File: src/rtl/opwft_pkg.sv
// Shared types, constants and register codes for the OOK pulse-width frame transmitter.
package opwft_pkg;

	localparam int ID_BITS     = 27;
	localparam int KEY_BITS    = 8;
	localparam int FRAME_BITS  = ID_BITS + KEY_BITS;
	localparam int LEN_W       = 16;
	localparam int REP_W       = 6;
	localparam int BIT_IDX_W   = 6;
	localparam int CFG_IDX_W   = 3;
	localparam int CFG_DATA_W  = 16;

	// input tdata: start_req, remote_id, key_code from bit 0 up, padded to bytes
	localparam int IN_USED_W   = 1 + ID_BITS + KEY_BITS;
	localparam int IN_TDATA_W  = ((IN_USED_W + 7) / 8) * 8;
	localparam int ID_LSB      = 1;
	localparam int KEY_LSB     = ID_LSB + ID_BITS;
	// output tdata: line_level, busy_res from bit 0 up, padded to a byte
	localparam int OUT_TDATA_W = 8;

	localparam logic [LEN_W-1:0] SHORT_LEN_RST     = LEN_W'(350);
	localparam logic [LEN_W-1:0] LONG_LEN_RST      = LEN_W'(1050);
	localparam logic [LEN_W-1:0] SYNC_HIGH_LEN_RST = LEN_W'(350);
	localparam logic [LEN_W-1:0] SYNC_LOW_LEN_RST  = LEN_W'(6000);
	localparam logic [REP_W-1:0] REPEAT_TOTAL_RST  = REP_W'(26);

	typedef enum logic [CFG_IDX_W-1:0] {
		REG_SHORT_LEN     = 3'd0,
		REG_LONG_LEN      = 3'd1,
		REG_SYNC_HIGH_LEN = 3'd2,
		REG_SYNC_LOW_LEN  = 3'd3,
		REG_REPEAT_TOTAL  = 3'd4
	} cfg_reg_t;

	typedef enum logic [3:0] {
		PH_IDLE      = 4'b0001,
		PH_SYNC_HIGH = 4'b0010,
		PH_SYNC_LOW  = 4'b0100,
		PH_DATA      = 4'b1000
	} phase_t;

	typedef struct packed {
		logic [LEN_W-1:0] short_len;
		logic [LEN_W-1:0] long_len;
		logic [LEN_W-1:0] sync_high_len;
		logic [LEN_W-1:0] sync_low_len;
		logic [REP_W-1:0] repeat_total;
	} cfg_t;

	typedef struct packed {
		logic line_level;
		logic busy_res;
		logic done_pulse;
	} tick_res_t;

endpackage

File: src/rtl/opwft_cfg.sv
// Configuration register file for the OOK pulse-width frame transmitter.
module opwft_cfg (
	input  logic                               clk,
	input  logic                               arst_n,
	input  logic                               cfg_we,
	input  logic [opwft_pkg::CFG_IDX_W-1:0]    cfg_index,
	input  logic [opwft_pkg::CFG_DATA_W-1:0]   cfg_wdata,
	output opwft_pkg::cfg_t                    cfg
);

	opwft_pkg::cfg_t cfg_q;

	always_ff @(posedge clk or negedge arst_n) begin
		if (!arst_n) begin
			cfg_q.short_len     <= opwft_pkg::SHORT_LEN_RST;
			cfg_q.long_len      <= opwft_pkg::LONG_LEN_RST;
			cfg_q.sync_high_len <= opwft_pkg::SYNC_HIGH_LEN_RST;
			cfg_q.sync_low_len  <= opwft_pkg::SYNC_LOW_LEN_RST;
			cfg_q.repeat_total  <= opwft_pkg::REPEAT_TOTAL_RST;
		end else if (cfg_we) begin
			unique case (opwft_pkg::cfg_reg_t'(cfg_index))
				opwft_pkg::REG_SHORT_LEN:     cfg_q.short_len     <= cfg_wdata;
				opwft_pkg::REG_LONG_LEN:      cfg_q.long_len      <= cfg_wdata;
				opwft_pkg::REG_SYNC_HIGH_LEN: cfg_q.sync_high_len <= cfg_wdata;
				opwft_pkg::REG_SYNC_LOW_LEN:  cfg_q.sync_low_len  <= cfg_wdata;
				opwft_pkg::REG_REPEAT_TOTAL:
					cfg_q.repeat_total <= cfg_wdata[opwft_pkg::REP_W-1:0];
				default: ;
			endcase
		end
	end

	assign cfg = cfg_q;

endmodule

File: src/rtl/opwft_seq.sv
// Frame sequencer: phase, segment timer, bit and repeat counters, one tick per step.
module opwft_seq (
	input  logic                               clk,
	input  logic                               arst_n,
	input  logic                               step_en,
	input  logic                               start_req,
	input  logic [opwft_pkg::ID_BITS-1:0]      remote_id,
	input  logic [opwft_pkg::KEY_BITS-1:0]     key_code,
	input  opwft_pkg::cfg_t                    cfg,
	output opwft_pkg::tick_res_t               res
);

	localparam int FB = opwft_pkg::FRAME_BITS;
	localparam int LW = opwft_pkg::LEN_W;
	localparam int RW = opwft_pkg::REP_W;
	localparam int BW = opwft_pkg::BIT_IDX_W;

	opwft_pkg::phase_t phase_q, phase_d, ph;
	logic [LW-1:0]     tick_q, tick_d, tick_w;
	logic [BW-1:0]     bit_q, bit_d, bit_w, bit_inc;
	logic [RW-1:0]     rep_q, rep_d, rep_w, rep_inc, reps;
	logic [FB-1:0]     frame_q, frame_d, frame_w;
	logic              lvl_q, lvl_d, lvl_w;
	logic [LW-1:0]     seg_len;
	logic              seg_end;

	always_comb begin
		// a start is folded into the working state so its tick is the first sync tick
		ph      = phase_q;
		tick_w  = tick_q;
		bit_w   = bit_q;
		rep_w   = rep_q;
		frame_w = frame_q;
		lvl_w   = lvl_q;
		if (phase_q == opwft_pkg::PH_IDLE && start_req) begin
			ph      = opwft_pkg::PH_SYNC_HIGH;
			tick_w  = '0;
			bit_w   = '0;
			rep_w   = '0;
			frame_w = {remote_id, key_code};
			lvl_w   = 1'b1;
		end

		phase_d = ph;
		tick_d  = tick_w;
		bit_d   = bit_w;
		rep_d   = rep_w;
		frame_d = frame_w;
		lvl_d   = lvl_w;
		res     = '0;
		seg_len = cfg.short_len;
		bit_inc = bit_w + BW'(1);
		rep_inc = rep_w + RW'(1);
		reps    = (cfg.repeat_total == '0) ? RW'(1) : cfg.repeat_total;

		unique case (ph)
			opwft_pkg::PH_IDLE: begin
				seg_len = cfg.short_len;
			end
			opwft_pkg::PH_SYNC_HIGH: begin
				seg_len        = cfg.sync_high_len;
				res.line_level = 1'b1;
			end
			opwft_pkg::PH_SYNC_LOW: begin
				seg_len        = cfg.sync_low_len;
				res.line_level = 1'b0;
			end
			opwft_pkg::PH_DATA: begin
				// frame rotates so the current bit always sits at the top
				seg_len        = frame_w[FB-1] ? cfg.long_len : cfg.short_len;
				res.line_level = lvl_w;
			end
			default: seg_len = cfg.short_len;
		endcase

		// a zero length gives the same compare result as a length of one
		seg_end = ({1'b0, tick_w} + (LW+1)'(1)) >= {1'b0, seg_len};

		if (ph != opwft_pkg::PH_IDLE) begin
			res.busy_res = 1'b1;
			if (seg_end) begin
				tick_d = '0;
				unique case (ph)
					opwft_pkg::PH_SYNC_HIGH: phase_d = opwft_pkg::PH_SYNC_LOW;
					opwft_pkg::PH_SYNC_LOW: begin
						phase_d = opwft_pkg::PH_DATA;
						bit_d   = '0;
						lvl_d   = 1'b1;
					end
					default: begin
						bit_d   = bit_inc;
						lvl_d   = ~lvl_w;
						frame_d = {frame_w[FB-2:0], frame_w[FB-1]};
						if (bit_inc >= BW'(FB)) begin
							bit_d = '0;
							rep_d = rep_inc;
							if (rep_inc >= reps || rep_inc == '0) begin
								res.done_pulse = 1'b1;
								phase_d        = opwft_pkg::PH_IDLE;
								lvl_d          = 1'b0;
								rep_d          = '0;
							end else begin
								phase_d = opwft_pkg::PH_SYNC_HIGH;
							end
						end
					end
				endcase
			end else begin
				tick_d = tick_w + LW'(1);
			end
		end
	end

	always_ff @(posedge clk or negedge arst_n) begin
		if (!arst_n) begin
			phase_q <= opwft_pkg::PH_IDLE;
			tick_q  <= '0;
			bit_q   <= '0;
			rep_q   <= '0;
			frame_q <= '0;
			lvl_q   <= 1'b0;
		end else if (step_en) begin
			phase_q <= phase_d;
			tick_q  <= tick_d;
			bit_q   <= bit_d;
			rep_q   <= rep_d;
			frame_q <= frame_d;
			lvl_q   <= lvl_d;
		end
	end

	a_bit_range: assert property (@(posedge clk) disable iff (!arst_n)
		bit_q < BW'(FB))
		else $error("bit index past end of frame");

	a_done_idle: assert property (@(posedge clk) disable iff (!arst_n)
		step_en && res.done_pulse |=> phase_q == opwft_pkg::PH_IDLE)
		else $error("sequencer not idle after done");

	a_start_busy: assert property (@(posedge clk) disable iff (!arst_n)
		step_en && phase_q == opwft_pkg::PH_IDLE && start_req
		|=> phase_q != opwft_pkg::PH_IDLE)
		else $error("start did not begin a transmission");

	a_idle_clean: assert property (@(posedge clk) disable iff (!arst_n)
		phase_q == opwft_pkg::PH_IDLE |-> !lvl_q && rep_q == '0 && tick_q == '0)
		else $error("idle state not cleared");

endmodule

File: src/rtl/ook_pulse_width_frame_transmitter_top.sv
// OOK pulse-width frame transmitter: stream ports, config port and output register.
//
// Each input transaction is one tick of the transmitted waveform. The slave side
// carries start_req, remote_id and key_code; while idle, a tick with start_req set
// latches the identity and key and starts a transmission: per frame a sync pulse
// (sync_high_len ticks high, sync_low_len ticks low) then 35 bits MSB first, id
// then key, each bit short_len or long_len ticks, the level toggling per bit and
// starting high. repeat_total frames run back to back, then the line rests low.
// Every input transaction yields exactly one output transaction: line_level and
// busy_res in tdata, done_pulse on tlast (final tick of the last frame).
// The result of a tick sits in the output register on the cycle after its input
// is accepted. Throughput is one tick per cycle while the receiver keeps up; the
// sequencer state and output register are updated together on each accept.
// When the receiver stalls, the output register holds and tready drops until the
// held transaction is taken; in the same cycle it is taken a new tick is accepted.
// Reset clears the sequencer to idle, loads the register defaults and empties the
// output register. Configuration should only be written while idle.
module ook_pulse_width_frame_transmitter_top (
	input  logic                                 clk,
	input  logic                                 arst_n,
	input  logic                                 cfg_we,
	input  logic [opwft_pkg::CFG_IDX_W-1:0]      cfg_index,
	input  logic [opwft_pkg::CFG_DATA_W-1:0]     cfg_wdata,
	input  logic                                 s_axis_tvalid,
	output logic                                 s_axis_tready,
	// [0] start_req, [27:1] remote_id, [35:28] key_code, rest zero
	input  logic [opwft_pkg::IN_TDATA_W-1:0]     s_axis_tdata,
	output logic                                 m_axis_tvalid,
	input  logic                                 m_axis_tready,
	// [0] line_level, [1] busy_res, rest zero
	output logic [opwft_pkg::OUT_TDATA_W-1:0]    m_axis_tdata,
	output logic                                 m_axis_tlast
);

	opwft_pkg::cfg_t      cfg;
	opwft_pkg::tick_res_t res;
	logic                 step_en;
	logic                 out_valid_q;
	logic                 line_q, busy_q, done_q;

	assign s_axis_tready = !out_valid_q || m_axis_tready;
	assign step_en       = s_axis_tvalid && s_axis_tready;

	opwft_cfg u_cfg (
		.clk       (clk),
		.arst_n    (arst_n),
		.cfg_we    (cfg_we),
		.cfg_index (cfg_index),
		.cfg_wdata (cfg_wdata),
		.cfg       (cfg)
	);

	opwft_seq u_seq (
		.clk       (clk),
		.arst_n    (arst_n),
		.step_en   (step_en),
		.start_req (s_axis_tdata[0]),
		.remote_id (s_axis_tdata[opwft_pkg::ID_LSB +: opwft_pkg::ID_BITS]),
		.key_code  (s_axis_tdata[opwft_pkg::KEY_LSB +: opwft_pkg::KEY_BITS]),
		.cfg       (cfg),
		.res       (res)
	);

	always_ff @(posedge clk or negedge arst_n) begin
		if (!arst_n) begin
			out_valid_q <= 1'b0;
		end else if (step_en) begin
			out_valid_q <= 1'b1;
		end else if (m_axis_tready) begin
			out_valid_q <= 1'b0;
		end
	end

	always_ff @(posedge clk) begin
		if (step_en) begin
			line_q <= res.line_level;
			busy_q <= res.busy_res;
			done_q <= res.done_pulse;
		end
	end

	assign m_axis_tvalid = out_valid_q;
	assign m_axis_tdata  = {{(opwft_pkg::OUT_TDATA_W-2){1'b0}}, busy_q, line_q};
	assign m_axis_tlast  = done_q;

	a_done_busy: assert property (@(posedge clk) disable iff (!arst_n)
		m_axis_tvalid && m_axis_tlast |-> m_axis_tdata[1])
		else $error("done without busy");

	a_idle_low: assert property (@(posedge clk) disable iff (!arst_n)
		m_axis_tvalid && !m_axis_tdata[1] |-> !m_axis_tdata[0])
		else $error("line high while idle");

	a_one_out_per_in: assert property (@(posedge clk) disable iff (!arst_n)
		step_en |=> m_axis_tvalid)
		else $error("accepted tick produced no result");

endmodule

File: config.mk
export PLATFORM = sky130hd
export DESIGN_NAME = ook_pulse_width_frame_transmitter_top
export DESIGN_NICKNAME = d
export VERILOG_FILES = /design/src/rtl/opwft_pkg.sv /design/src/rtl/opwft_cfg.sv /design/src/rtl/opwft_seq.sv /design/src/rtl/ook_pulse_width_frame_transmitter_top.sv
export SDC_FILE = /design/constraint.sdc
export NUM_CORES = 1
export LEC_CHECK = 0
export ABC_CLOCK_PERIOD_IN_PS = 7500
export BUFFER_PORTS_ARGS = -buffer_cell sky130_fd_sc_hd__buf_2
export CAP_MARGIN = 20
export CORE_MARGIN = 2
export CORE_UTILIZATION = 46
export CTS_CLUSTER_SIZE = 25
export DETAILED_ROUTE_END_ITERATION = 12
export PLACE_DENSITY_LB_ADDON = 0.2
export SLEW_MARGIN = 15
export SYNTH_ARGS = -nofsm -noshare
export SYNTH_HDL_FRONTEND = slang
export SYNTH_SLANG_ARGS = --single-unit
File: constraint.sdc
create_clock -name clk -period 7.5 [get_ports clk]
set_input_delay 1.5 -clock clk [delete_from_list [all_inputs] [get_ports clk]]
set_output_delay 1.5 -clock clk [all_outputs]
set_load 0.02 [all_outputs]
==> metrics, run 1 <==
outcome=finished, final reports clean; maximum VDD drop=175 uV; Cell Chain, Critical Path=buf_2, and3b_4, nand2_1, and2_1, ha_1, nand3_1, a2111oi_4, and3_1, and3_1, xnor2_1, nor2_1, ha_1, nand3_1, nor3_1, o31ai_1, nand4_2, nand3_2, o32ai_1, o21a_1; maxcap violations=0; hold buffers post-CTS=0; ys async rst share=0.979; nets@finish=907; register bit total from synthesis=142; I/O pin cnt=75; Rows=47; Avg Inst Size Synth=10.2 sq um; Fill cells=1503; synthesis-to-layout area growth=12.9%; Required @ worst endpoint=7.86 ns; Remaining DRCs=0; postcts setup bufs=0; slowest stage delay, CP=0.67 ns; clock-pin transition on the worst setup and hold timing paths=0.05 ns; Worst setup SP type=input port; worst slack at placement=1.11 ns; top cell type by total area after synthesis=dfrtp_1; core area=0.0167 sq mm; Worst Setup SP=s_axis_tdata[0]; initial antenna violation count=0; IO Port Bufs=64; Slew headroom=0.304; CTS root buffer=clkbuf_16; WS Path Type=in -> reg; Die ar.=0.0182 sq mm; Hold Path Stages=2; Clock Latency Late Sink=0.42 ns; post-layout power=0.00281 W; gpl congestion=0.847; Min Clock Period, post-route=6.01 ns; Die H=135 um; Tcrit/Tclk final=0.801; Worst Tran Pin Value=1.04 ns; Synth Flop Type=dfrtp_1; GRT overflow=0; first-pass GRT wire length=30800 um; layout cells sized above 1=0.255; H-tree depth=4; Setup Skew=0.00630 ns; CTS Buf Count=17; Seq/Total Area, Yosys=0.456; ANT nets after route=0; # setup viols final=0; Final Core Density=0.534; Ys Warns=0; routed wire length=18300 um; Arr. time, crit path=6.36 ns; count of cell types in the netlist=65; TritonCTS sink count=142; Routed wire per std cell=17.4 um; reg2reg start=u_seq.phase_q[1]; CTS Buffer Depth=2; Synth top area share=0.355; fin. max-slew vios=0; synth top area cells=dfrtp_1 (35%), mux2_2 (9.3%), dfstp_2 (9.0%); Leakage=3.99 nW; slowest CP cell=nand3_2; Total Routing Usage GR=0.212; Die X=135 um; Placed Area=0.00835 sq mm; pin count of the biggest net entering global routing=81; commonest non-fill, non-tap cells in the layout=dfrtp_1 (112), nand2_1 (91), a21oi_1 (67), mux2_2 (65), buf_2 (63); via count=6101; most common cell after layout, fill and taps aside=dfrtp_1; hpwl dp=11900 um; endpoint class of the critical path=flop; Final Instance Area=0.00892 sq mm; power per cell area=315 mW/mm^2; vias in the first global route=6231; fmax=167 MHz; HP Class=reg -> reg; 1st-iter DRT viols=355; r2r endpoint=u_seq.bit_q[1]; RSZ-0062 raised after global routing=false; vias per inst=5.81; ANT cells=0; CTS tree=yes; Final Hold Fails=0; EDFF count, synth=3; Initial Util=0.473; Worst Setup EP=u_seq.bit_q[1]; Cells after Synth=773; post-route setup slack=1.49 ns; Setup TNS Final=0 ns; R2R Setup Slk=2.13 ns; worst r2r path cells=18; crit path max fanout=37; Post-Syn Area=0.00790 sq mm; post-CTS sizing=0; Pre-Repair DR Iteration Count=5
report_power, final:
part           total (W)  internal (W)  switching, W
combinational   0.000921      0.000405      0.000516
clock           0.000774      0.000464      0.000310
sequential       0.00112      0.000988      0.000128
cell type report:
| cell class | instances | area (sq um) | share of cell area |
|---|---|---|---|
| Multi-Input combinational cell | 571 | 4040 | 0.452 |
| Sequential cell | 142 | 3600 | 0.404 |
| Clock buffer | 26 | 509 | 0.0571 |
| Timing Repair Buffer | 73 | 418 | 0.0469 |
| Tap cell | 220 | 275 | 0.0309 |
| Inverter | 12 | 45.0 | 0.00505 |
| Clock inverter | 6 | 33.8 | 0.00379 |
through the flow:
stage	instances	hold WS [ns]
6_report	1050	0.496
3_3_place_gp	1016	0.486
5_1_grt	1050	0.513
2_1_floorplan	778	0.470
3_5_place_dp	1017	0.490
4_1_cts	1049	0.500
registers in the layout, indices dropped and copies added (netlist names):
signal,count
u_seq.lvl_q,1
u_cfg.cfg,70
line_q,1
u_seq.tick_q,16
u_seq.frame_q,35
u_seq.phase_q,4
u_seq.bit_q,6
m_axis_tvalid,1
busy_q,1
u_seq.rep_q,6
m_axis_tlast,1
Yosys cell counts (2+ instances only):
master,n
dfrtp_1,112
nand2_1,92
a21oi_1,67
mux2_2,65
a22o_1,49
o21ai_0,44
nor2_1,42
mux2i_1,37
clkbuf_1,32
dfstp_2,27
ha_1,26
nand3_1,21
a22oi_1,12
inv_1,12
xnor2_1,9
xor2_1,9
buf_2,8
buf_4,8
nand4_1,7
nor3_1,7
a221oi_1,5
and2_1,5
and3_1,5
nand2b_1,5
nor4_1,4
o31ai_1,4
a211oi_1,3
a21o_1,3
buf_6,3
edfxtp_1,3
or3_1,3
a31o_2,2
buf_1,2
nand3_2,2
nand3b_1,2
o21a_1,2
o21ai_1,2
o22ai_1,2
o32ai_1,2
o41ai_1,2
or2_2,2
worst min path at each step:
| stage | from | end | slack, ns |
|---|---|---|---|
| after floorplan | u_seq.bit_q[5] | u_seq.bit_q[5] | 0.47 |
| after global placement | u_seq.bit_q[5] | u_seq.bit_q[5] | 0.49 |
| after detailed placement | u_seq.bit_q[5] | u_seq.bit_q[5] | 0.49 |
| after CTS | u_seq.bit_q[5] | u_seq.bit_q[5] | 0.50 |
| after global routing | u_seq.frame_q[21] | u_seq.frame_q[21] | 0.51 |
| final | u_seq.bit_q[5] | u_seq.bit_q[5] | 0.50 |
layer usage:
layer	wire [um]	GRT usage	vias up
met4	323	0.0770	0
met3	805	0.0473	25
met5	0	0	-
li1	-	-	2902
met1	8440	0.282	3021
met2	8700	0.343	153
critical path: cells and delay by family:
kind                     cells  cell delay (ns)
AND/OR/NAND/NOR             11             2.80
AO/OA/AOI/OAI                4             1.23
adder cells (fa/ha/maj)      2             0.57
buffers and inverters        1             0.13
XOR/XNOR                     1             0.12
cell families (layout without fill, tap and decap cells):
| family | Yosys count | count (layout) | share of synthesized area |
|---|---|---|---|
| AO/OA/AOI/OAI | 208 | 208 | 0.174 |
| XOR/XNOR | 18 | 18 | 0.0200 |
| adder cells (fa/ha/maj) | 26 | 26 | 0.0412 |
| buffers and inverters | 65 | 117 | 0.0388 |
| flip-flops | 142 | 142 | 0.456 |
| multiplexers | 102 | 102 | 0.140 |
| other | 1 | 6 | 0.000475 |
| AND/OR/NAND/NOR | 211 | 211 | 0.129 |
No activity file was read; power rests on OpenSTA's default activity.
==> run 2: changes to the inputs <==
Settings changed: ABC_CLOCK_PERIOD_IN_PS 7500 to 5100.
Clock period 7.5 ns to 5.1 ns, I/O delays scaled along.
==> metrics, run 2 (synthesis results as in run 1) <==
Cell Chain, Critical Path=buf_2, and3b_4, nand2_1, and2_1, ha_1, nand3_1, a2111oi_4, and3_1, and3_1, xnor2_1, nor2_1, ha_1, nand3_1, nor3_1, o31ai_1, and4_4, nor2_4, a21oi_1, a22o_1; post-route setup slack=0.339 ns; HP Class=reg -> reg; Initial Util=0.473; Tcrit/Tclk final=0.934; WS Path Type=in -> reg; layout cells sized above 1=0.263; Setup TNS Final=0 ns; Die ar.=0.0182 sq mm; Remaining DRCs=0; Routed wire per std cell=17.4 um; fin. max-slew vios=0; power per cell area=459 mW/mm^2; maxcap violations=0; Total Routing Usage GR=0.211; routed wire length=18400 um; vias in the first global route=6002; Worst Tran Pin Value=0.995 ns; placed cell count=1028; CTS root buffer=clkbuf_16; Final Core Density=0.538; Worst setup SP type=input port; initial antenna violation count=0; max reg flops=70; ANT cells=0; # setup viols final=0; fin cells=1060; endpoint class of the critical path=flop; GRT overflow=0; via count=6089; Rows=47; TritonCTS sink count=142; nets@finish=917; Die H=135 um; I/O pin cnt=75; CTS Buf Count=17; Slew headroom=0.336; fmax=210 MHz; clock-pin transition on the worst setup and hold timing paths=0.06 ns; slowest stage delay, CP=0.63 ns; Setup Skew=0.00933 ns; Pre-Repair DR Iteration Count=5; worst slack at placement=-0.0304 ns; IO Port Bufs=64; commonest non-fill, non-tap cells in the layout=dfrtp_1 (112), nand2_1 (91), a21oi_1 (67), mux2_2 (65), buf_2 (63); Clock Latency Late Sink=0.42 ns; Final Hold Fails=0; R2R Setup Slk=0.49 ns; maximum VDD drop=342 uV; ANT nets after route=0; Hold Slack=0.503 ns; Die X=135 um; slowest CP cell=nor2_4; gpl congestion=0.836; CTS Buffer Depth=2; core area=0.0167 sq mm; hpwl dp=12000 um; RSZ-0062 raised after global routing=false; H-tree depth=4; flip-flop and latch area=0.00360 sq mm; first-pass GRT wire length=30400 um; synthesis-to-layout area growth=13.7%; outcome=finished, final reports clean; Required @ worst endpoint=5.41 ns; Fill cells=1476; multi-input gate area in the final layout=0.00404 sq mm; most common cell after layout, fill and taps aside=dfrtp_1; pin count of the biggest net entering global routing=88; CTS tree=yes; Arr. time, crit path=5.08 ns; Leakage=4.03 nW; vias per inst=5.74; crit path max fanout=35; 1st-iter DRT viols=414; Min Clock Period, post-route=4.76 ns
-- run 2: cell count changes in the layout (fill, tap and decap cells not counted), moves of 2 or more --
cell,delta
clkbuf_1,+2
buf_4,+10
buf_12,+2
clkbuf_8,-4
-- run 2: final cells by class --
class | count | area share
inverters | 12 | 0.00502
repair buffers | 83 | 0.0551
flip-flops and latches | 142 | 0.401
multi-input cells | 571 | 0.449
clock buffers | 25 | 0.0542
well taps | 220 | 0.0307
clock inverters | 7 | 0.00432
-- run 2: path summary, 6_finish.rpt --
check,from,end,cells past startpoint
max in group asynchronous,arst_n,u_cfg.cfg[0],2
hold / removal,u_cfg.cfg[44],u_cfg.cfg[44],1
min in group asynchronous,arst_n,u_seq.rep_q[2],1
hold reg to reg,u_cfg.cfg[44],u_cfg.cfg[44],1
setup / recovery,s_axis_tdata[0],u_seq.frame_q[22],19
setup reg to reg,u_seq.phase_q[1],u_seq.frame_q[22],18
-- run 2: critical path, delay by kind of cell --
kind / cells / cell delay, ns
AND/OR/NAND/NOR: 11 / 2.32
buffers and inverters: 1 / 0.13
adder cells (fa/ha/maj): 2 / 0.55
AO/OA/AOI/OAI: 4 / 0.88
XOR/XNOR: 1 / 0.13
-- run 2: power by group --
part	total (W)	switching, W	leakage (nW)	internal, W
Sequential	0.00164	0.000185	1.74	0.00145
Clock	0.00112	0.000462	0.260	0.000659
Combinational	0.00137	0.000764	2.03	0.000603
Total	0.00413	0.00141	4.03	0.00271
-- run 2: stage by stage --
step                area [sq um]  power, W
global placement            8450   0.00294
floorplan                   7920   0.00263
CTS                         8970   0.00415
detailed placement          8450   0.00301
finish                      8980   0.00413
global route                8980   0.00441
-- run 2: timing repair --
action / in CTS / in global routing
resized for setup: 0 / 1
setup endpoints to repair: 0 / 13
hold buffers: 0 / 0
buffers inserted: 0 / 0
-- run 2: metal layers --
layer / track usage / up-vias / share of wire
met2: 0.345 / 153 / 0.48
met1: 0.284 / 2988 / 0.46
met4: 0.0590 / 0 / 0.016
met3: 0.0488 / 31 / 0.048
met5: 0 / - / 0
li1: - / 2917 / -
==> run 3: changes to the inputs <==
Settings changed: CORE_UTILIZATION 46 to 50.
==> metrics, run 3 (synthesis results as in run 1) <==
endpoint class of the critical path=flop; RSZ-0062 raised after global routing=false; Clock Latency Late Sink=0.43 ns; routed wire length=18200 um; flip-flop and latch area=0.00360 sq mm; Total Routing Usage GR=0.230; initial antenna violation count=0; 1st-iter DRT viols=394; Die H=130 um; multi-input gate area in the final layout=0.00403 sq mm; Final Hold Fails=0; max reg flops=70; CTS Buffer Depth=2; Remaining DRCs=0; # setup viols final=0; vias per inst=5.78; Min Clock Period, post-route=4.53 ns; crit path max fanout=35; CTS root buffer=clkbuf_16; Fill cells=1297; commonest non-fill, non-tap cells in the layout=dfrtp_1 (112), nand2_1 (91), a21oi_1 (67), mux2_2 (65), buf_2 (63); clock-pin transition on the worst setup and hold timing paths=0.06 ns; ANT cells=0; hpwl dp=11800 um; ANT nets after route=0; hold buffers post-CTS=0; CTS Buf Count=17; Routed wire per std cell=17.1 um; post-CTS sizing=0; via count=6131; Slew headroom=0.310; layout cells sized above 1=0.274; Rows=45; power per cell area=477 mW/mm^2; synthesis-to-layout area growth=15.6%; maxcap violations=0; Setup TNS Final=0 ns; pin count of the biggest net entering global routing=89; Die ar.=0.0168 sq mm; Initial Util=0.516; I/O pin cnt=75; WS Path Type=in -> reg; postcts setup bufs=0; Leakage=4.11 nW; H-tree depth=4; TritonCTS sink count=142; most common cell after layout, fill and taps aside=dfrtp_1; core area=0.0153 sq mm; nets@finish=926; Tcrit/Tclk final=0.889; Worst Tran Pin Value=1.03 ns; Worst setup SP type=input port; vias in the first global route=6160; fin. max-slew vios=0; fmax=221 MHz; HP Class=reg -> reg; Arr. time, crit path=4.84 ns; IO Port Bufs=64; first-pass GRT wire length=30400 um; CTS tree=yes; Pre-Repair DR Iteration Count=5; Final Core Density=0.596; GRT overflow=0; outcome=finished, final reports clean; gpl congestion=0.872; Required @ worst endpoint=5.40 ns; Die X=130 um; Setup Skew=0.0128 ns; maximum VDD drop=347 uV
==> run 3: changes by cell type in the layout (fill, tap and decap cells not counted) <==
cell	before	now
nor4_1	3	4
nor4_2	1	0
buf_4	17	27
clkbuf_1	6	2
clkbuf_16	18	17
clkbuf_8	1	4
buf_12	2	1
clkinvlp_4	1	2
clkinv_2	5	1
clkinv_4	0	1
bufinv_16	0	4
==> run 3: routing by layer <==
layer,share of wire,global-route usage
met5,0,0
met4,0.0075,0.0746
met3,0.048,0.0512
met2,0.48,0.375
met1,0.46,0.307
==> run 3: cell type report <==
class / count / share of cell area
tap: 211 / 0.0289
inverter: 12 / 0.00493
timing repair buffer: 92 / 0.0601
clock inverter: 9 / 0.0170
sequential: 142 / 0.394
multi-input combinational: 571 / 0.441
clock buffer: 23 / 0.0534
==> run 3: path summary, 6_finish.rpt <==
kind                                     end              start  slack (ns)  cells after the start
setup / recovery           u_seq.frame_q[32]    s_axis_tdata[0]        0.57                     17
setup reg to reg           u_seq.frame_q[32]   u_seq.phase_q[1]        0.66                     16
min in group asynchronous     u_seq.bit_q[1]             arst_n        0.66                      1
max in group asynchronous     u_seq.rep_q[3]             arst_n        3.23                      2
hold / removal             u_seq.frame_q[20]  u_seq.frame_q[20]        0.50                      1
hold reg to reg            u_seq.frame_q[20]  u_seq.frame_q[20]        0.50                      1
==> run 3: stage by stage <==
| step | power, W | instances | worst slack [ns] | hold WS, ns | area (sq um) |
|---|---|---|---|---|---|
| final | 0.00435 | 1060 | 0.566 | 0.502 | 9130 |
| after global routing | 0.00465 | 1060 | 0.217 | 0.517 | 9130 |
| after CTS | 0.00438 | 1060 | 0.584 | 0.505 | 9130 |
| after detailed placement | 0.00301 | 1028 | 0.158 | 0.491 | 8490 |
| after global placement | 0.00296 | 1028 | 0.181 | 0.484 | 8490 |
| after floorplan | 0.00263 | 778 | 0.171 | 0.470 | 7920 |
==> run 3: power by group <==
part | internal (W) | total [W] | leakage (nW) | switching, W
sequential | 0.00145 | 0.00164 | 1.74 | 0.000184
combinational | 0.000616 | 0.00138 | 2.06 | 0.000760
clock | 0.000870 | 0.00134 | 0.310 | 0.000469
total | 0.00294 | 0.00435 | 4.11 | 0.00141
==> run 3: critical path, cell delays in order <==
cell      delay [ns]
buf_2           0.10
nand3b_1        0.14
nor3_4          0.24
mux2i_1         0.25
nand2b_1        0.52
buf_4           0.24
o21ai_0         0.08
nand2_1         0.09
o21ai_0         0.14
ha_1            0.34
nand3_1         0.12
nor3_1          0.19
o31ai_1         0.12
and4_4          0.20
nor2_4          0.63
a21oi_1         0.15
a22o_1          0.25
